==> src/hdl/amrb_pkg.sv <==
// Package with the constants, types and arithmetic helpers of the audio mixer ring buffer.
package amrb_pkg;

    localparam int RING_DEPTH = 8192;
    localparam int PTR_W      = $clog2(RING_DEPTH);
    localparam int LVL_W      = $clog2(RING_DEPTH + 1);
    localparam int FILL_W     = 14;
    localparam int SAMPLE_W   = 16;
    localparam int CNT_W      = 32;
    localparam int GAIN_W     = 8;
    localparam int CFG_IDX_W  = 2;
    localparam int CFG_DATA_W = 8;

    localparam logic OP_PUSH = 1'b0;
    localparam logic OP_PULL = 1'b1;

    localparam logic [CFG_IDX_W-1:0] CFG_FM_ENABLE    = 2'd0;
    localparam logic [CFG_IDX_W-1:0] CFG_SOUND_ENABLE = 2'd1;
    localparam logic [CFG_IDX_W-1:0] CFG_MIX_GAIN     = 2'd2;

    localparam logic              FM_ENABLE_RST    = 1'b1;
    localparam logic              SOUND_ENABLE_RST = 1'b1;
    localparam logic [GAIN_W-1:0] MIX_GAIN_RST     = 8'd16;

    localparam logic signed [SAMPLE_W-1:0] SAMPLE_MAX = 16'sh7FFF;
    localparam logic signed [SAMPLE_W-1:0] SAMPLE_MIN = -16'sh8000;
    localparam logic [SAMPLE_W-1:0]        NZ_MAX     = 16'hFFFF;

    // Statistics of the ring as they stand after one item.
    typedef struct packed {
        logic              hit;
        logic [FILL_W-1:0] fill_level;
        logic [FILL_W-1:0] fill_peak;
        logic [CNT_W-1:0]  dropped;
        logic [CNT_W-1:0]  underrun;
        logic [CNT_W-1:0]  short_req;
    } t_ring_snap;

    // Halves a 17-bit sum, truncating toward zero.
    function automatic logic signed [SAMPLE_W-1:0] f_half_trunc(logic signed [SAMPLE_W:0] s);
        logic signed [SAMPLE_W:0] t;
        t = s + $signed({{SAMPLE_W{1'b0}}, s[SAMPLE_W]});
        return t[SAMPLE_W:1];
    endfunction

    // Saturates a scaled sample to the signed 16-bit range.
    function automatic logic signed [SAMPLE_W-1:0] f_clip16(logic signed [25:0] v);
        logic signed [SAMPLE_W-1:0] r;
        if (v > 26'(SAMPLE_MAX)) begin
            r = SAMPLE_MAX;
        end else if (v < 26'(SAMPLE_MIN)) begin
            r = SAMPLE_MIN;
        end else begin
            r = v[SAMPLE_W-1:0];
        end
        return r;
    endfunction

endpackage

==> src/hdl/amrb_ring_ctrl.sv <==
// Ring pointers, fill level and the drop, underrun and short-request counters.
module amrb_ring_ctrl (
    input  logic                        i_clk,
    input  logic                        i_rst_n,
    input  logic                        i_accept,
    input  logic                        i_op,
    input  logic                        i_last,
    input  logic                        i_sound_enable,
    output logic                        o_rd_en,
    output logic [amrb_pkg::PTR_W-1:0]  o_rd_addr,
    output logic [amrb_pkg::PTR_W-1:0]  o_wr_addr,
    output amrb_pkg::t_ring_snap        o_snap
);

    logic [amrb_pkg::PTR_W-1:0] r_rp, n_rp;
    logic [amrb_pkg::PTR_W-1:0] r_wp, n_wp;
    logic [amrb_pkg::LVL_W-1:0] r_level, n_level;
    logic [amrb_pkg::LVL_W-1:0] r_peak, n_peak;
    logic [amrb_pkg::CNT_W-1:0] r_drop, n_drop;
    logic [amrb_pkg::CNT_W-1:0] r_under, n_under;
    logic [amrb_pkg::CNT_W-1:0] r_short, n_short;
    logic                       r_missed, n_missed;
    logic                       hit;
    logic                       full;
    logic [amrb_pkg::PTR_W-1:0] rp_inc;
    logic [amrb_pkg::PTR_W-1:0] wp_inc;
    logic [amrb_pkg::LVL_W+amrb_pkg::FILL_W-1:0] level_ext;
    logic [amrb_pkg::LVL_W+amrb_pkg::FILL_W-1:0] peak_ext;

    assign hit  = (i_op == amrb_pkg::OP_PULL) && i_sound_enable && (r_level != '0);
    assign full = (r_level == amrb_pkg::LVL_W'(amrb_pkg::RING_DEPTH));

    assign rp_inc = (r_rp == amrb_pkg::PTR_W'(amrb_pkg::RING_DEPTH - 1)) ? '0 : r_rp + 1'b1;
    assign wp_inc = (r_wp == amrb_pkg::PTR_W'(amrb_pkg::RING_DEPTH - 1)) ? '0 : r_wp + 1'b1;

    always_comb begin
        n_rp     = r_rp;
        n_wp     = r_wp;
        n_level  = r_level;
        n_peak   = r_peak;
        n_drop   = r_drop;
        n_under  = r_under;
        n_short  = r_short;
        n_missed = r_missed;
        if (i_accept) begin
            if (i_op == amrb_pkg::OP_PUSH) begin
                // A full ring loses its oldest sample to make room.
                if (full) begin
                    n_rp   = rp_inc;
                    n_drop = r_drop + 1'b1;
                end else begin
                    n_level = r_level + 1'b1;
                end
                n_wp = wp_inc;
                if (n_level > r_peak) begin
                    n_peak = n_level;
                end
            end else begin
                if (hit) begin
                    n_rp    = rp_inc;
                    n_level = r_level - 1'b1;
                end else begin
                    n_under = r_under + 1'b1;
                end
                if (i_last) begin
                    if (r_missed || !hit) begin
                        n_short = r_short + 1'b1;
                    end
                    n_missed = 1'b0;
                end else if (!hit) begin
                    n_missed = 1'b1;
                end
            end
        end
    end

    always_ff @(posedge i_clk) begin
        if (!i_rst_n) begin
            r_rp     <= '0;
            r_wp     <= '0;
            r_level  <= '0;
            r_peak   <= '0;
            r_drop   <= '0;
            r_under  <= '0;
            r_short  <= '0;
            r_missed <= 1'b0;
        end else begin
            r_rp     <= n_rp;
            r_wp     <= n_wp;
            r_level  <= n_level;
            r_peak   <= n_peak;
            r_drop   <= n_drop;
            r_under  <= n_under;
            r_short  <= n_short;
            r_missed <= n_missed;
        end
    end

    // The fill figures are reported in 14 bits whatever the ring depth.
    assign level_ext = {{amrb_pkg::FILL_W{1'b0}}, n_level};
    assign peak_ext  = {{amrb_pkg::FILL_W{1'b0}}, n_peak};

    assign o_rd_en   = i_accept && hit;
    assign o_rd_addr = r_rp;
    assign o_wr_addr = r_wp;

    assign o_snap.hit        = hit;
    assign o_snap.fill_level = level_ext[amrb_pkg::FILL_W-1:0];
    assign o_snap.fill_peak  = peak_ext[amrb_pkg::FILL_W-1:0];
    assign o_snap.dropped    = n_drop;
    assign o_snap.underrun   = n_under;
    assign o_snap.short_req  = n_short;

endmodule

==> config.mk <==
export PLATFORM = sky130hd
export DESIGN_NAME = amrb_ring_ctrl
export DESIGN_NICKNAME = d
export VERILOG_FILES = /design/src/hdl/amrb_pkg.sv /design/src/hdl/amrb_ring_ctrl.sv
export SDC_FILE = /design/constraint.sdc
export NUM_CORES = 1
export LEC_CHECK = 0
export ABC_CLOCK_PERIOD_IN_PS = 7900
export CAP_MARGIN = 40
export CORE_MARGIN = 4
export CORE_UTILIZATION = 35
export DETAILED_ROUTE_END_ITERATION = 8
export DONT_BUFFER_PORTS = 1
export GPL_TIMING_DRIVEN = 0
export REMOVE_ABC_BUFFERS = 1
export SLEW_MARGIN = 5
export SYNTH_ARGS = -nofsm -noshare
export SYNTH_HDL_FRONTEND = slang
export SYNTH_SLANG_ARGS = --single-unit
export TNS_END_PERCENT = 5
==> constraint.sdc <==
create_clock -name i_clk -period 7.9 [get_ports i_clk]
set_clock_uncertainty 0.2 [all_clocks]
set_input_delay 1.185 -clock i_clk [delete_from_list [all_inputs] [get_ports i_clk]]
set_output_delay 1.185 -clock i_clk [all_outputs]
set_load 0.03 [all_outputs]
* Word-level counts from Yosys, hierarchy flattened
Cells that the tools add are included.
Storage, ports and cells: input port bits 6, register bits 151
Cells by class: muxes and demuxes 26, equal/unequal tests 5, order comparisons 1, bitwise logic cells 1, $add $sub $neg 7, reductions and logical operators 10
Operators with widths (number):
- $mux W32 | 10
- $mux W14 | 9
- $add A32 B1 Y32 const B | 3
- $mux W13 | 5
- $add A13 B1 Y13 const B | 2
- $eq A13 B13 Y1 const B | 2
- $add A14 B1 Y14 const B | 1
- $eq A14 B14 Y1 const B | 1
- $gt A14 B14 Y1 | 1
- $reduce_bool A14 Y1 | 1
- $sub A14 B1 Y14 const B | 1
- $reduce_and A3 Y1 | 2
- $logic_and A1 B1 Y1 | 3
- $mux W1 | 2
- $ne A2 B1 Y1 const B | 1
- $ne A2 B2 Y1 const B | 1
- $reduce_and A2 Y1 | 1
- $reduce_bool A2 Y1 | 1
- $logic_not A1 Y1 | 1
- $logic_or A1 B1 Y1 | 1
- $not A1 Y1 | 1

* Depth between registers and ports, before layout
word-level depth 8, mapped depth 15

* Least setup slack after synthesis
No wires, ideal clock.
path kind reg2out, start point register r_level[1] (netlist bit), end point output o_snap[103] (netlist bit), stages on the path, launching flop included 15, data arrival time 4.412 ns, path slack 2.103 ns, data required time 6.515 ns, path through dfxtp_1 -> clkbuf_1 -> inv_1 -> ha_1 -> or4b_1 -> buf_2 -> nor4_1 -> o21ai_0 -> ha_1 -> and3_1 -> o21ai_0 -> a211o_1 -> a31oi_1 -> clkbuf_1 -> mux2i_1
RTL lines:
- from (decl) | line amrb_ring_ctrl.sv:17 | logic [amrb_pkg::LVL_W-1:0] r_level, n_level;
- from (signal assigned) | line amrb_ring_ctrl.sv:90 | r_level <= n_level;
- to (decl) | line amrb_ring_ctrl.sv:12 | output amrb_pkg::t_ring_snap o_snap

==> out/results.tsv <==
stage	metric	value	unit
status	status	finished, final reports clean	
timing	Tcrit/Tclk final	0.8336	
cts	CTS tree	yes	
global_routing	initial antenna violation count	1	
die	core box area	24600	um2
setup_path	Setup crit end kind	output pin	
die	num ports	158	
synthesis	Seq/Total Area, Yosys	0.3411	
setup_path	crit path buf inv count	2	
synthesis	Synth cell types	69	
pwr	power per cell area	214.6	nW/um2
synthesis	EDFF count, synth	0	
global_routing	vias in the first global route	7177	
cts	H-tree depth	4	
routing	drt via density	5.522	
cts	CTS max path bufs	2	
worst_hold_path	Hold Path Class	flop to flop	
routing	DRC violations left	0	
setup_path	Critical Path Fanout Max	19	
setup_path	required time worst endpoint	6.51	ns
global_routing	total congestion overflow	0	
die	Initial Utilization	0.3602	
setup_path	startpoint types	flop	
setup_path	critical path's top delay family	simple AND/OR/NAND/NOR gates	
finish	share of cells above drive strength 1	0.07796	
synthesis	Area contributors post-synth	dfxtp_1, xnor2_1, and2_1, nand2_1, mux2i_1	
placed_design	Final Wtd Congestion	0.8113	
timing	Final Hold Viols	0	
synthesis	Mean Syn Cell Area	8.393	um2
synthesis	top-area cell type share of the netlist area	0.3411	
timing	RSZ-0062 raised after global routing	no	
routing	Vias	7527	
timing	Slew headroom	0.3848	
cts	post-cts resize count	0	
timing	Worst-Margin Slew	0.9151	ns
pwr	worst vdd ir	0.0001252	V
synthesis	Post-synth top flop	dfxtp_1	
setup_path	Critical Path Max Stage Delay	0.82	ns
placed_design	PortBufs	0	
timing	Fin Setup TNS	0	ns
setup_path	Setup CP Type	flop to output pin	
routing	first-iteration detailed-routing DRC count	561	
synthesis	synth warn	0	
die	Die H	167.1	um
routing	Routed Antenna Nets	0	
synthesis	Cells after Synth	1056	
setup_path	crit path DAT	5.20	ns
routing	Avg WL per Cell	17.37	um
synthesis	Synth area leader	dfxtp_1	
cts	TritonCTS Sinks	151	
finish	most common cell after layout, fill and taps aside	dfxtp_1	
global_routing	gr usage total	0.1651	
timing	endpoints failing setup	0	
global_routing	largest net degree at the start of global routing	132	
cts	setup bufs post-CTS	0	
routing	DRT Pass-1 Iters	6	
cts	worst skew pair latency	0.42	ns
run	max_cap viols	0	
synthesis	synthesized flop and latch total	151	
timing	fmax	151.9	MHz
global_routing	global-route wire length before repair	38540	um
cts	cts hold-fix bufs	0	
cts	CTS Buf Count	17	
timing	min Tclk post-route	6.585	ns
finish	synth-to-layout area growth	10.08	%
finish	Antenna Diode Count	0	
synthesis	cell area after synthesis	8864	um2
die	Rows	57	
die	die width	167.1	um
cts	clock transition at the registers of the reported paths	0.06	ns
cts	root buffer cell	clkbuf_16	
setup_path	worst-path cell chain	inv_1 > ha_1 > or4b_1 > nor4_1 > o21ai_0 > ha_1 > and3_1 > o21ai_0 > a211o_1 > a31oi_4 > buf_16 > mux2i_1	
synthesis	Async SR Flop Fraction	0	
pwr	leakage	3.628	nW
finish	most frequent cells in the layout	dfxtp_1, nand2_1, xnor2_1	
timing	fin. max-slew vios	0	
routing	final wirelength	23680	um
finish	final net count	1056	
die	overall die area	27930	um2
setup_path	critical path's slowest cell	nor4_1	
timing	hold slack	0.2696	ns
placed_design	DP HPWL	16900	um
[state kept, by name, summed over array words and instances (netlist names)]
signal     cells
r_level       14
r_peak        14
r_missed       1
r_short       32
r_under       32
r_drop        32
o_rd_addr     13
o_wr_addr     13
[synthesized netlist by cell type (4+ instances only)]
master     instances
dfxtp_1          151
nand2_1          109
xnor2_1           80
and2_1            74
clkbuf_1          51
nand4_1           50
nand3_1           48
a21oi_1           39
nor2_1            39
o21ai_0           35
mux2i_1           33
inv_1             32
or3_1             25
xor2_1            25
and3_1            24
ha_1              23
nand2b_1          22
nor4_1            19
mux2_2            17
nor3_1            17
and4_1            15
o2111ai_1         13
or4_1             10
a211oi_1           9
buf_2              7
a2111oi_0          6
o31ai_1            6
a21o_1             5
a31oi_1            5
nor2b_1            5
or2_2              4
[logic make-up after synthesis]
family,count (synthesis),synth area share
simple gates,482,0.3051
fa+ha+maj,23,0.03247
xor+xnor,105,0.1038
mux,50,0.05887
flops,151,0.3411
compound gates,148,0.1142
buf+inv,97,0.04461
[layout make-up]
type,count,area (um2)
Clock buffer,19,442.9
Clock inverter,12,153.9
Fill cell,2504,14850
Inverter,34,127.6
Multi-Input combinational cell,808,5460
Sequential cell,151,3023
Tap cell,324,405.4
Timing Repair Buffer,15,143.9
[where the power goes]
part / switching [mW] / internal, mW
Combinational: 0.292 / 0.140
Sequential: 0.0398 / 0.778
Clock: 0.341 / 0.504
[per-layer routing]
layer  global-route usage  share of wire
met5                    0              0
met4              0.04199          0.010
met3              0.05870          0.084
met2               0.2640           0.46
met1               0.2137           0.45
[path summary, 6_finish.rpt]
path                    from           to  slack [ns]  cells after the start
hold / removal    r_peak[11]   r_peak[11]        0.27                      2
setup / recovery  r_level[0]  o_snap[103]        1.31                     12
setup reg to reg  r_level[0]    r_peak[7]        3.28                     12
hold reg to reg   r_peak[11]   r_peak[11]        0.27                      2
[per-stage QoR]
step | setup WS [ns] | area, um2 | power, mW | utilization | instances
after floorplan | 1.363 | 8596 | 1.143 | - | 993
after global placement | 0.09894 | 9001 | 1.240 | 0.3658 | 1317
after detailed placement | 1.766 | 9153 | 1.265 | 0.3720 | 1331
after CTS | 1.296 | 9749 | 2.118 | 0.3962 | 1362
after global routing | 1.032 | 9757 | 2.193 | 0.3965 | 1363
final | 1.315 | 9757 | 2.094 | 0.3965 | 1363
[worst register-to-register path: stages, from the launching register on]
cell     delay [ns]
dfxtp_1        0.39
inv_1          0.15
ha_1           0.17
or4b_1         0.68
nor4_1         0.82
o21ai_0        0.36
ha_1           0.35
and3_1         0.18
o21ai_0        0.09
a211o_1        0.31
a31oi_4        0.44
buf_16         0.23
mux2i_1        0.20
No activity file was read; power rests on OpenSTA's default activity.
