## src/hdl/amrb_pkg.sv

```systemverilog
// Package with the constants, types and arithmetic helpers of the audio mixer ring buffer.
package amrb_pkg;

    localparam int RING_DEPTH = 8192;
    localparam int PTR_W      = $clog2(RING_DEPTH);
    localparam int LVL_W      = $clog2(RING_DEPTH + 1);
    localparam int FILL_W     = 14;
    localparam int SAMPLE_W   = 16;
    localparam int CNT_W      = 32;
    localparam int GAIN_W     = 8;
    localparam int CFG_IDX_W  = 2;
    localparam int CFG_DATA_W = 8;

    localparam logic OP_PUSH = 1'b0;
    localparam logic OP_PULL = 1'b1;

    localparam logic [CFG_IDX_W-1:0] CFG_FM_ENABLE    = 2'd0;
    localparam logic [CFG_IDX_W-1:0] CFG_SOUND_ENABLE = 2'd1;
    localparam logic [CFG_IDX_W-1:0] CFG_MIX_GAIN     = 2'd2;

    localparam logic              FM_ENABLE_RST    = 1'b1;
    localparam logic              SOUND_ENABLE_RST = 1'b1;
    localparam logic [GAIN_W-1:0] MIX_GAIN_RST     = 8'd16;

    localparam logic signed [SAMPLE_W-1:0] SAMPLE_MAX = 16'sh7FFF;
    localparam logic signed [SAMPLE_W-1:0] SAMPLE_MIN = -16'sh8000;
    localparam logic [SAMPLE_W-1:0]        NZ_MAX     = 16'hFFFF;

    // Statistics of the ring as they stand after one item.
    typedef struct packed {
        logic              hit;
        logic [FILL_W-1:0] fill_level;
        logic [FILL_W-1:0] fill_peak;
        logic [CNT_W-1:0]  dropped;
        logic [CNT_W-1:0]  underrun;
        logic [CNT_W-1:0]  short_req;
    } t_ring_snap;

    // Halves a 17-bit sum, truncating toward zero.
    function automatic logic signed [SAMPLE_W-1:0] f_half_trunc(logic signed [SAMPLE_W:0] s);
        logic signed [SAMPLE_W:0] t;
        t = s + $signed({{SAMPLE_W{1'b0}}, s[SAMPLE_W]});
        return t[SAMPLE_W:1];
    endfunction

    // Saturates a scaled sample to the signed 16-bit range.
    function automatic logic signed [SAMPLE_W-1:0] f_clip16(logic signed [25:0] v);
        logic signed [SAMPLE_W-1:0] r;
        if (v > 26'(SAMPLE_MAX)) begin
            r = SAMPLE_MAX;
        end else if (v < 26'(SAMPLE_MIN)) begin
            r = SAMPLE_MIN;
        end else begin
            r = v[SAMPLE_W-1:0];
        end
        return r;
    endfunction

endpackage

```

## src/hdl/amrb_batch_stats.sv

```systemverilog
// Running and latched peak and nonzero statistics of render batches.
module amrb_batch_stats (
    input  logic                                 i_clk,
    input  logic                                 i_rst_n,
    input  logic                                 i_commit,
    input  logic                                 i_is_push,
    input  logic                                 i_last,
    input  logic signed [amrb_pkg::SAMPLE_W-1:0] i_mono,
    output logic [amrb_pkg::SAMPLE_W-1:0]        o_batch_peak,
    output logic [amrb_pkg::SAMPLE_W-1:0]        o_batch_nonzero
);

    logic [amrb_pkg::SAMPLE_W-1:0] r_run_peak, n_run_peak;
    logic [amrb_pkg::SAMPLE_W-1:0] r_run_nz, n_run_nz;
    logic [amrb_pkg::SAMPLE_W-1:0] r_lat_peak, n_lat_peak;
    logic [amrb_pkg::SAMPLE_W-1:0] r_lat_nz, n_lat_nz;
    logic [amrb_pkg::SAMPLE_W-1:0] mag;
    logic [amrb_pkg::SAMPLE_W-1:0] upd_peak;
    logic [amrb_pkg::SAMPLE_W-1:0] upd_nz;

    // The magnitude of the most negative sample still fits as unsigned.
    assign mag = i_mono[amrb_pkg::SAMPLE_W-1] ? amrb_pkg::SAMPLE_W'(-i_mono)
                                              : amrb_pkg::SAMPLE_W'(i_mono);

    assign upd_peak = (mag > r_run_peak) ? mag : r_run_peak;
    assign upd_nz   = ((i_mono != '0) && (r_run_nz != amrb_pkg::NZ_MAX)) ? r_run_nz + 1'b1
                                                                         : r_run_nz;

    always_comb begin
        n_run_peak = r_run_peak;
        n_run_nz   = r_run_nz;
        n_lat_peak = r_lat_peak;
        n_lat_nz   = r_lat_nz;
        if (i_is_push) begin
            if (i_last) begin
                n_lat_peak = upd_peak;
                n_lat_nz   = upd_nz;
                n_run_peak = '0;
                n_run_nz   = '0;
            end else begin
                n_run_peak = upd_peak;
                n_run_nz   = upd_nz;
            end
        end
    end

    always_ff @(posedge i_clk) begin
        if (!i_rst_n) begin
            r_run_peak <= '0;
            r_run_nz   <= '0;
            r_lat_peak <= '0;
            r_lat_nz   <= '0;
        end else if (i_commit) begin
            r_run_peak <= n_run_peak;
            r_run_nz   <= n_run_nz;
            r_lat_peak <= n_lat_peak;
            r_lat_nz   <= n_lat_nz;
        end
    end

    // Values as they stand once the word in the mix stage has been taken.
    assign o_batch_peak    = n_lat_peak;
    assign o_batch_nonzero = n_lat_nz;

endmodule

```

## config.mk

```make
export PLATFORM = sky130hd
export DESIGN_NAME = amrb_batch_stats
export DESIGN_NICKNAME = d
export VERILOG_FILES = /design/src/hdl/amrb_pkg.sv /design/src/hdl/amrb_batch_stats.sv
export SDC_FILE = /design/constraint.sdc
export NUM_CORES = 1
export LEC_CHECK = 0
export CAP_MARGIN = 20
export CORE_MARGIN = 3
export CORE_UTILIZATION = 50
export CTS_CLUSTER_SIZE = 16
export DETAILED_ROUTE_END_ITERATION = 16
export DONT_BUFFER_PORTS = 1
export SYNTH_ARGS = -nofsm -noshare
export SYNTH_HDL_FRONTEND = slang
export SYNTH_SLANG_ARGS = --single-unit
export TNS_END_PERCENT = 10
```

## constraint.sdc

```tcl
create_clock -name i_clk -period 5.9 [get_ports i_clk]
set_input_delay 0.885 -clock i_clk [delete_from_list [all_inputs] [get_ports i_clk]]
set_output_delay 0.885 -clock i_clk [all_outputs]
set_load 0.01 [all_outputs]
```

* After elaboration in Yosys (flattened, before gate mapping)
Index checks and enable logic that the tools add are counted.
Cells by class: add/subtract/negate cells 2, magnitude comparators 1, eq/ne operators 1, muxes and demuxes 9, reduce and logical (&&, ||, !) cells 3
Operators by type and width (number):
- 2-to-1 mux 16 bit | 9
- adder 16 x 1 -> 16 bit (second input constant) | 1
- > comparator 16 bit | 1
- != test 16 bit (second input constant) | 1
- negator 16 bit | 1
- nonzero test 16 bit | 1
- AND reduction 2 bit | 1
- logical AND 1 bit | 1
Word-level totals: register bits 64, bits of input ports 21, output and inout bits 32

* Longest topological paths before layout
Gate-level depths: netlist of the first run.
depth after elaboration 6, gate-level depth with buffers 14

* Worst setup path before layout of the first run
Ideal clock, no wire load.
path kind input-to-output, start point input port i_mono[8] (netlist name), end point output port o_batch_peak[1] (netlist name), arrival 4042 ps, data required time 5015 ps, setup slack 973 ps, stages on the path 13, buffers on the path 3, cell sequence or4_1 buf_2 or4_1 o21ai_1 xnor2_1 ha_1 nand4_1 a2111o_1 a31oi_1 buf_2 buf_4 mux2i_1 o21ai_0
On the way: cells in the longest elaborated chain, start to end 6
RTL lines:
- start: declaration | line amrb_batch_stats.sv:8 | input logic signed [amrb_pkg::SAMPLE_W-1:0] i_mono,
- negator 16 bit | line amrb_batch_stats.sv:22 | assign mag = i_mono[amrb_pkg::SAMPLE_W-1] ? amrb_pkg::SAMPLE_W'(-i_mono)
- 2-to-1 mux 16 bit * | line amrb_batch_stats.sv:22
- > comparator 16 bit * | line amrb_batch_stats.sv:25 | assign upd_peak = (mag > r_run_peak) ? mag : r_run_peak;
- 2-to-1 mux 16 bit * | line amrb_batch_stats.sv:25
- 2-to-1 mux 16 bit * | line amrb_batch_stats.sv:35 | if (i_last) begin
- 2-to-1 mux 16 bit * | line amrb_batch_stats.sv:34 | if (i_is_push) begin
- end: declaration | line amrb_batch_stats.sv:9 | output logic [amrb_pkg::SAMPLE_W-1:0] o_batch_peak,
Every way passes the cells marked *; elsewhere a longest branch is shown, timed or not.

* Worst setup path in the final report of the first run
Ends and elaborated chain as after synthesis.

==> results.cfg, run 1 <==
[setup_path]
cp_common_cell = sky130_fd_sc_hd__o21ai_0
crit_path_start = i_mono[8]
reg2regPathDepth = 8
criticalPathCategory = in -> out
required_ns = 5.02
r2r_slack_ns = 3.07
worst_setup_path_start_kind = input port
critical_path.reg2reg.startpoint = r_run_peak[14]$_SDFFE_PN0P_
slowest_stage_delay_on_critical_path_ns = 0.67
cp_slowest_cell = sky130_fd_sc_hd__or4_1
crit-reg2reg-capture = r_run_peak[0]$_SDFFE_PN0P_
worst_ep_arrival_time_ns = 4.33
cp-endpoint = o_batch_peak[1]
cp_max_fo = 16
timing.critical_path.to_type = primary output
cell_chain_of_the_critical_path = or4_1, or2_4, o21ai_0, xnor2_1, ha_1, a21oi_1, nand2_1, a221oi_1, a31oi_4, buf_4, mux2i_1, o21ai_0

[power_and_ir_drop]
p_comb_share_pct = 18.7
switching_share_pct = 31.5
report.power.total_uw = 988
share_seq_of_total_power_pct = 45.8
intPower_uw = 677
total_leakage_power_uw = 0.00146
clock_power_share_pct = 35.5
irDropWorstVdd_mv = 0.113
net-switching-power_uw = 311
pwr_density_cell_nw_per_um2 = 224

[global_routing]
grt_pass1_vias = 3396
grt_start_max_net_pins = 65
overflow = 0
global_route.usage.total_pct = 22.9
grt_first_pass_wirelength_um = 17900
grt_antenna_before_repair = 0

[clocking]
cts_max_path_buffers = 2
clkTransAtPathRegs_ns = 0.07
number_of_sinks_driven_by_the_clock_tree = 64
tritoncts_clock_tree = built
number_of_cells_upsized_or_downsized_after_cts = 0
cts.repair_timing.setup_buffer_count = 0
cts_buffers = 9
clk_root_buffer_cell = sky130_fd_sc_hd__clkbuf_8
htree_levels = 3
count_of_hold_buffers_inserted_by_post_cts_repair = 0
insertion_delay_ns = 0.35

[place]
placed_area_um2 = 4210
gp_congestion = 0.874
port_buffers = 0
hpwlAfterDp_um = 7510

[finish]
antennaDiodeCount = 0
fillCellCount = 800
final_layout_size_suffix_gt1_share_pct = 8.57
postLayoutCellArea_um2 = 4410
fin_util_pct = 55.3
final_nets = 559
area_delta_synth_final_pct = 4.60

[yosys]
syn-mean-instance-area_um2 = 7.70
synth-async-reset-ratio_pct = 0
netlist_instances = 547
warning_count_from_the_yosys_run = 0
synth-seq-cells = 64
postSynth.topFlopCell = sky130_fd_sc_hd__dfxtp_1
synth_cell_type_count = 54
netlist_area_pre_place_um2 = 4210
syn-num-nets = 586
number_of_enable_flip_flop_cells_after_synthesis = 0
synth.yosys.seq_area_share_pct = 30.4

[timing]
relSlewSlack_pct = 30.6
final_count_of_negative_setup_slack_endpoints = 0
post-route-min-period_ns = 5.21
timing.fmax_mhz = 192
worst_slew_pin_slew_ns = 1.04
setup_tns_ns = 0
rsz0062_at_grt = false
period_share_pct = 88.4
slew_viol_final = 0
finalHoldViolations = 0
clock-skew-final_ns = 0.0148
hold-worst-slack_ns = 0.483

[die]
pin_count = 53
die_w_um = 97.8
floorplan.die.height_um = 97.8
die-area_um2 = 9560
fp.coreArea_um2 = 7970
placementRows = 32
floorplan.initialDensity_pct = 52.9

[detailed_routing]
via_count = 3894
route.antenna.remaining_nets = 0
count_of_routing_violations_after_the_opening_detailed_route_iteration = 207
drt-wirelength-per-cell_um = 17.9
detail_route.drc_violations = 0
via_per_inst = 6.21
detail_route.wirelength_um = 11200
drt_pre_antenna_iters = 5

[run_status]
run_status = finished, final reports clean

[min_path]
hp-class = reg -> reg

[run]
cap_viol_max_count = 0
## critical path, delay by kind of cell
kind	cells	cell delay [ns]
multiplexers	1	0.14
buffers and inverters	1	0.25
adder cells (fa/ha/maj)	1	0.35
XOR/XNOR	1	0.26
AND/OR/NAND/NOR	3	1.05
AO/OA/AOI/OAI	5	1.39
## synthesized netlist by cell type (7+ instances only)
library cell               count  area, um^2
sky130_fd_sc_hd__a21oi_1      27         135
sky130_fd_sc_hd__a21oi_2       7        61.3
sky130_fd_sc_hd__a31oi_1      15        93.8
sky130_fd_sc_hd__and3_1       10        62.6
sky130_fd_sc_hd__clkbuf_1     35         131
sky130_fd_sc_hd__dfxtp_1      64        1280
sky130_fd_sc_hd__ha_1         18         225
sky130_fd_sc_hd__inv_1        19        71.3
sky130_fd_sc_hd__mux2i_1      17         170
sky130_fd_sc_hd__nand2_1      85         319
sky130_fd_sc_hd__nand3_1      16        80.1
sky130_fd_sc_hd__nand4_1      17         106
sky130_fd_sc_hd__nor2_1       10        37.5
sky130_fd_sc_hd__nor3_1        8        40.0
sky130_fd_sc_hd__o21ai_0      57         285
sky130_fd_sc_hd__o21ai_1       9        45.0
sky130_fd_sc_hd__o32ai_1      11        96.3
sky130_fd_sc_hd__or3_1        20         125
sky130_fd_sc_hd__or3b_2        8        70.1
sky130_fd_sc_hd__xnor2_1      15         131
sky130_fd_sc_hd__xor2_1       13         114
## cells by family (layout without fill, tap and decap cells)
family                   after synthesis  in the layout  synth area share (%)
XOR/XNOR                              28             28                  5.82
flip-flops                            64             64                  30.4
buffers and inverters                 64             42                  6.30
AND/OR/NAND/NOR                      196            196                  24.3
AO/OA/AOI/OAI                        160            160                  23.8
adder cells (fa/ha/maj)               18             18                  5.35
multiplexers                          17             17                  4.04
## power groups by stage
stage	clock network, uW	logic, uW	registers, uW
floorplan	0	152	461
global placement	0	180	462
detailed placement	0	182	462
CTS	361	183	452
global route	380	206	454
finish	351	185	452
## state kept, by name (all words and copies together), names as in the netlist
register / flops
r_lat_nz: 16
r_lat_peak: 16
r_run_nz: 16
r_run_peak: 16
## layout make-up
| class | instances | area, um^2 | area share [%] |
|---|---|---|---|
| clock buffers | 10 | 138 | 3.12 |
| clock inverters | 6 | 43.8 | 0.994 |
| inverters | 20 | 75.1 | 1.70 |
| multi-input cells | 419 | 2680 | 60.9 |
| flip-flops and latches | 64 | 1280 | 29.1 |
| well taps | 102 | 128 | 2.90 |
| repair buffers | 6 | 57.6 | 1.31 |
## worst min path at each step
stage                                            from                           to  slack [ns]  depth (start not counted)
after floorplan           r_lat_peak[15]$_SDFFE_PN0P_  r_lat_peak[15]$_SDFFE_PN0P_        0.46                          2
after global placement     r_lat_peak[7]$_SDFFE_PN0P_   r_lat_peak[7]$_SDFFE_PN0P_        0.47                          2
after detailed placement   r_lat_peak[4]$_SDFFE_PN0P_   r_lat_peak[4]$_SDFFE_PN0P_        0.47                          2
after CTS                  r_lat_peak[7]$_SDFFE_PN0P_   r_lat_peak[7]$_SDFFE_PN0P_        0.48                          2
after global routing       r_lat_peak[1]$_SDFFE_PN0P_   r_lat_peak[1]$_SDFFE_PN0P_        0.52                          2
final                      r_lat_peak[4]$_SDFFE_PN0P_   r_lat_peak[4]$_SDFFE_PN0P_        0.48                          2
## metrics by stage
step | worst slack, ns | std cells
2_1_floorplan | 0.973 | 547
3_3_place_gp | 0.758 | 610
3_5_place_dp | 0.703 | 610
4_1_cts | 0.704 | 626
5_1_grt | 0.402 | 627
6_report | 0.687 | 627
## layout by cell type, fill, tap and decap left out, types with 15 or more instances in the layout
cell                      instances
sky130_fd_sc_hd__nand3_1         16
sky130_fd_sc_hd__nand4_1         17
sky130_fd_sc_hd__or3_1           20
sky130_fd_sc_hd__a21oi_1         27
sky130_fd_sc_hd__mux2i_1         17
sky130_fd_sc_hd__dfxtp_1         64
sky130_fd_sc_hd__o21ai_0         57
sky130_fd_sc_hd__nand2_1         84
sky130_fd_sc_hd__xnor2_1         15
sky130_fd_sc_hd__ha_1            18
sky130_fd_sc_hd__inv_1           19
## routing by layer
layer  track usage, %  share of wire (%)  wire (um)  up-vias
li1                 -                  -          -     1941
met1             35.0                 51       5670     1816
met2             33.3                 42       4740      127
met3             3.36                6.3        701       10
met4             6.60               0.83         93        0
met5                0                  0          0        -
No activity file was read; power rests on OpenSTA's default activity.
==> run 2: changes to the inputs <==
--- a/config.mk
+++ b/config.mk
@@ -7,10 +7,12 @@
 export LEC_CHECK = 0
 export CAP_MARGIN = 20
 export CORE_MARGIN = 3
-export CORE_UTILIZATION = 50
+export CORE_UTILIZATION = 60
 export CTS_CLUSTER_SIZE = 16
 export DETAILED_ROUTE_END_ITERATION = 16
 export DONT_BUFFER_PORTS = 1
+export MAX_ROUTING_LAYER = met4
+export PLACE_DENSITY = 0.76
 export SYNTH_ARGS = -nofsm -noshare
 export SYNTH_HDL_FRONTEND = slang
 export SYNTH_SLANG_ARGS = --single-unit
==> run 2 against run 1 <==
Power increased by 8.1%. First-iteration DRC count increased by 53%. Wire length decreased by 2.3%. Cell count shrank 1.6%. Hold slack hardly changed. Clock-buffer cell count shrank 1. Critical path type unchanged.
==> results.cfg, run 2 (same netlist as run 1, synthesis figures left out) <==
[timing]
worst_slew_pin_slew_ns = 1.01
finalHoldViolations = 0
relSlewSlack_pct = 32.5
post-route-min-period_ns = 5.60
clock-skew-final_ns = 0.00966
setup_tns_ns = 0
rsz0062_at_grt = false
final_count_of_negative_setup_slack_endpoints = 0
finalWorstSetupSlack_ns = 0.297
slew_viol_final = 0
period_share_pct = 95.0
timing.fmax_mhz = 178

[place]
dpl.cell_count = 601
place_worst_setup_slack_ns = 0.338
port_buffers = 0
hpwlAfterDp_um = 7370
gp_congestion = 0.848

[clocking]
clkTransAtPathRegs_ns = 0.07
number_of_sinks_driven_by_the_clock_tree = 64
clk_root_buffer_cell = sky130_fd_sc_hd__clkbuf_8
cts_max_path_buffers = 2
tritoncts_clock_tree = built
insertion_delay_ns = 0.35
htree_levels = 3
count_of_hold_buffers_inserted_by_post_cts_repair = 0
number_of_cells_upsized_or_downsized_after_cts = 0
cts.repair_timing.setup_buffer_count = 0
cts_buffers = 9

[power_and_ir_drop]
net-switching-power_uw = 317
share_seq_of_total_power_pct = 42.4
pwr_density_cell_nw_per_um2 = 242
irDropWorstVdd_mv = 0.212
total_leakage_power_uw = 0.00148
p_comb_share_pct = 17.3
intPower_uw = 750
clock_power_share_pct = 40.4
switching_share_pct = 29.7

[die]
pin_count = 53
floorplan.initialDensity_pct = 64.1
fp.coreArea_um2 = 6570
floorplan.die.height_um = 89.8
placementRows = 29
die-area_um2 = 8060
die_w_um = 89.8

[setup_path]
cp_common_cell = sky130_fd_sc_hd__or4_1
critical_path.n_buffers_inverters = 1
cpLargestDelayFamily = compound AO/OA/AOI/OAI gates
cp_slowest_cell = sky130_fd_sc_hd__or4_1
worst_ep_arrival_time_ns = 4.72
required_ns = 5.02
worst_setup_path_start_kind = input port
criticalPathCategory = in -> out
slowest_stage_delay_on_critical_path_ns = 0.67
cp_max_fo = 20
cell_chain_of_the_critical_path = or4_1, or4_1, o21ai_1, xnor2_1, ha_1, nand4_1, a2111o_1, a31oi_4, buf_4, mux2i_1, o21ai_0
timing.critical_path.to_type = primary output

[finish]
final_nets = 558
final_cell_mix = 84 x sky130_fd_sc_hd__nand2_1, 64 x sky130_fd_sc_hd__dfxtp_1, 57 x sky130_fd_sc_hd__o21ai_0
antennaDiodeCount = 0
area_delta_synth_final_pct = 4.75
layout_commonest_cell = sky130_fd_sc_hd__nand2_1
post_layout_instance_count_excluding_filler_cells = 617
final_layout_size_suffix_gt1_share_pct = 8.40

[global_routing]
grt_pass1_vias = 3590
grt_antenna_before_repair = 0
grt_first_pass_wirelength_um = 18200
grt_start_max_net_pins = 65
overflow = 0
global_route.usage.total_pct = 27.9

[run_status]
run_status = finished, final reports clean

[detailed_routing]
count_of_routing_violations_after_the_opening_detailed_route_iteration = 316
drt-wirelength-per-cell_um = 17.7
via_count = 4000
via_per_inst = 6.48
route.antenna.remaining_nets = 0
drt_pre_antenna_iters = 5
detail_route.drc_violations = 0
detail_route.wirelength_um = 10900

[run]
cap_viol_max_count = 0

[min_path]
hp-class = reg -> reg
## run 2: changes by cell type in the layout (fill, tap and decap cells not counted), sizes merged
cell      before  now
buf            6    5
clkinvlp       4    1
clkinv         2    4
bufinv         0    2
clkbuf        10    9
## run 2: power groups by stage
stage,clock network (uW),registers [uW],logic [uW]
4_1_cts,433,452,182
3_5_place_dp,0,462,181
3_3_place_gp,0,462,175
5_1_grt,455,454,204
6_report,431,452,185
2_1_floorplan,0,461,152
## run 2: per-stage QoR
| step | total power [uW] | cell area (um^2) | utilization, % | hold WS [ns] |
|---|---|---|---|---|
| 6_report | 1070 | 4410 | 67.2 | 0.483 |
| 5_1_grt | 1110 | 4410 | 67.2 | 0.502 |
| 4_1_cts | 1070 | 4410 | 67.2 | 0.483 |
| 3_5_place_dp | 643 | 4190 | 63.9 | 0.472 |
| 3_3_place_gp | 637 | 4190 | 63.9 | 0.466 |
| 2_1_floorplan | 612 | 4210 | - | 0.456 |
## run 2: routing by layer
metal / GRT usage, % / wire [um] / part of all wire (%) / up-vias
met1: 38.9 / 5260 / 48 / 1912
met5: - / 0 / 0 / -
met4: 9.07 / 169 / 1.5 / 0
met3: 5.59 / 689 / 6.3 / 19
met2: 40.6 / 4830 / 44 / 121
li1: - / - / - / 1948
## run 2: final timing paths
kind                                    start                          to  slack, ns  cells past startpoint
setup / recovery                    i_mono[8]             o_batch_peak[0]       0.30                     11
hold / removal     r_lat_peak[6]$_SDFFE_PN0P_  r_lat_peak[6]$_SDFFE_PN0P_       0.48                      2
setup reg to reg  r_run_peak[14]$_SDFFE_PN0P_  r_run_peak[9]$_SDFFE_PN0P_       2.44                      9
hold reg to reg    r_lat_peak[6]$_SDFFE_PN0P_  r_lat_peak[6]$_SDFFE_PN0P_       0.48                      2
## run 2: tightest hold or removal path, stage by stage, from the launching register on
cell and delay (ns):
sky130_fd_sc_hd__dfxtp_1 0.32, sky130_fd_sc_hd__nand2_1 0.05, sky130_fd_sc_hd__a31oi_1 0.07
## run 2: area by class of cell
| type | instances | area, um^2 |
|---|---|---|
| sequential | 64 | 1280 |
| multi-input combinational | 419 | 2680 |
| fill | 569 | 2150 |
| tap | 93 | 116 |
| inverter | 20 | 75.1 |
| clock inverter | 7 | 95.1 |
| timing repair buffer | 5 | 37.5 |
| clock buffer | 9 | 124 |
==> run 3: changes to the inputs <==
--- a/config.mk
+++ b/config.mk
@@ -5,14 +5,15 @@
 export SDC_FILE = /design/constraint.sdc
 export NUM_CORES = 1
 export LEC_CHECK = 0
+export BUFFER_PORTS_ARGS = -buffer_cell sky130_fd_sc_hd__buf_4
 export CAP_MARGIN = 20
-export CORE_MARGIN = 3
-export CORE_UTILIZATION = 60
+export CORE_ASPECT_RATIO = 1.25
+export CORE_MARGIN = 4
+export CORE_UTILIZATION = 59
 export CTS_CLUSTER_SIZE = 16
 export DETAILED_ROUTE_END_ITERATION = 16
-export DONT_BUFFER_PORTS = 1
 export MAX_ROUTING_LAYER = met4
-export PLACE_DENSITY = 0.76
+export PLACE_DENSITY = 0.81
 export SYNTH_ARGS = -nofsm -noshare
 export SYNTH_HDL_FRONTEND = slang
 export SYNTH_SLANG_ARGS = --single-unit
==> run 3 against run 2 <==
Sequential share of layout area fell by 2.5 points. Cell count rose by 7.9%. Hold slack improved by 0.00089 ns. Setup slack improved by 0.075 ns. Die area rose by 6.2%. Sequential power barely moved. Clock skew rose by 0.0037 ns. Final area rose by 9.5%. Critical path type unchanged. Critical endpoint is now o_batch_peak[15].
==> results.cfg, run 3 (same netlist as run 1, synthesis figures left out) <==
[clocking]
cts_max_path_buffers = 2
number_of_cells_upsized_or_downsized_after_cts = 0
htree_levels = 3
number_of_sinks_driven_by_the_clock_tree = 64
count_of_hold_buffers_inserted_by_post_cts_repair = 0
cts_buffers = 9
clk_root_buffer_cell = sky130_fd_sc_hd__clkbuf_8
clkTransAtPathRegs_ns = 0.08
cts.repair_timing.setup_buffer_count = 0
tritoncts_clock_tree = built
insertion_delay_ns = 0.36

[detailed_routing]
count_of_routing_violations_after_the_opening_detailed_route_iteration = 363
detail_route.drc_violations = 0
detail_route.wirelength_um = 11400
via_count = 4228
route.antenna.remaining_nets = 0
drt-wirelength-per-cell_um = 17.0
drt_pre_antenna_iters = 5
via_per_inst = 6.35

[global_routing]
grt_antenna_before_repair = 0
grt_pass1_vias = 3917
grt_first_pass_wirelength_um = 18700
global_route.usage.total_pct = 27.6
overflow = 0
grt_start_max_net_pins = 65

[finish]
final_nets = 610
final_cell_mix = 84 x sky130_fd_sc_hd__nand2_1, 64 x sky130_fd_sc_hd__dfxtp_1, 57 x sky130_fd_sc_hd__o21ai_0, 57 x sky130_fd_sc_hd__buf_4, 27 x sky130_fd_sc_hd__a21oi_1
antennaDiodeCount = 0
layout_commonest_cell = sky130_fd_sc_hd__nand2_1
area_delta_synth_final_pct = 14.7
final_layout_size_suffix_gt1_share_pct = 16.7

[setup_path]
worst_ep_arrival_time_ns = 4.64
r2r_slack_ns = 2.96
critical_path.reg2reg.startpoint = r_run_peak[14]$_SDFFE_PN0P_
worst_setup_path_start_kind = input port
required_ns = 5.02
reg2regPathDepth = 8
timing.critical_path.to_type = primary output
cp_max_fo = 25
criticalPathCategory = in -> out
crit-reg2reg-capture = r_run_peak[9]$_SDFFE_PN0P_

[die]
die_w_um = 83.6
pin_count = 53
placementRows = 34
floorplan.die.height_um = 102
die-area_um2 = 8560
floorplan.initialDensity_pct = 60.4
fp.coreArea_um2 = 6980

[place]
gp_congestion = 0.882
hpwlAfterDp_um = 7610
port_buffers = 52

[run_status]
run_status = finished, final reports clean

[min_path]
hp-class = reg -> reg
whs_endpoint = r_lat_peak[4]$_SDFFE_PN0P_
holdPathStages = 2
holdCritStartpoint = r_lat_peak[4]$_SDFFE_PN0P_

[timing]
post-route-min-period_ns = 5.53
rsz0062_at_grt = false
finalHoldViolations = 0
period_share_pct = 93.7
hold-worst-slack_ns = 0.484
setup_tns_ns = 0
clock-skew-final_ns = 0.0134
final_count_of_negative_setup_slack_endpoints = 0
worst_slew_pin_slew_ns = 1.05
relSlewSlack_pct = 29.9
slew_viol_final = 0
timing.fmax_mhz = 181

[run]
cap_viol_max_count = 0

[power_and_ir_drop]
pwr_density_cell_nw_per_um2 = 241
irDropWorstVdd_mv = 0.165
total_leakage_power_uw = 0.00176
run 3: cell count changes in the layout (fill, tap and decap cells not counted), sizes merged:
cell / delta
buf: +52
clkinv: -2
bufinv: +1
clkbuf: +1
run 3: power by group:
group / leakage, uW / switching, uW / internal [uW]
sequential: 0.000519 / 7.45 / 445
clock: 0.000123 / 193 / 294
combinational: 0.00111 / 137 / 90.4
total: 0.00176 / 337 / 830
run 3: worst max path at each step:
stage | from | end | slack (ns) | depth (start not counted)
finish | i_mono[8] | o_batch_peak[15] | 0.37 | 13
global route | i_mono[8] | o_batch_peak[15] | 0.21 | 13
CTS | i_mono[8] | o_batch_peak[15] | 0.43 | 13
detailed placement | i_mono[8] | o_batch_peak[15] | 0.44 | 13
global placement | i_mono[8] | o_batch_peak[9] | 0.59 | 13
floorplan | i_mono[8] | o_batch_peak[1] | 0.97 | 13
run 3: layout make-up:
type                    count  area (um^2)
flip-flops and latches     64         1280
repair buffers             57          428
clock inverters             6          115
well taps                  90          113
inverters                  20         75.1
multi-input cells         419         2680
clock buffers              10          138
fillers                   582         2140
run 3: critical path, cell delays in order:
cell,delay [ns]
sky130_fd_sc_hd__buf_4,0.13
sky130_fd_sc_hd__or4_1,0.69
sky130_fd_sc_hd__or4_1,0.47
sky130_fd_sc_hd__o21ai_1,0.21
sky130_fd_sc_hd__xnor2_1,0.18
sky130_fd_sc_hd__ha_1,0.35
sky130_fd_sc_hd__nand4_1,0.18
sky130_fd_sc_hd__a2111o_1,0.49
sky130_fd_sc_hd__a31oi_4,0.19
sky130_fd_sc_hd__buf_4,0.33
sky130_fd_sc_hd__mux2i_1,0.24
sky130_fd_sc_hd__o21ai_0,0.09
sky130_fd_sc_hd__buf_4,0.19
run 3: metrics by stage:
stage	cells	util, %	instance area (um^2)	setup WS, ns	total power (uW)
floorplan	547	-	4210	0.973	612
global placement	650	65.7	4580	0.586	681
detailed placement	650	65.7	4580	0.444	687
CTS	666	69.3	4830	0.432	1160
global route	666	69.3	4830	0.211	1210
finish	666	69.3	4830	0.372	1170
run 3: routing by layer:
metal	wire length (um)	GRT usage, %	up-vias	share of wire, %
met5	0	-	-	0
met2	5970	51.6	158	53
met3	737	4.44	13	6.5
met4	146	8.66	0	1.3
li1	-	-	2048	-
met1	4500	30.1	2009	40
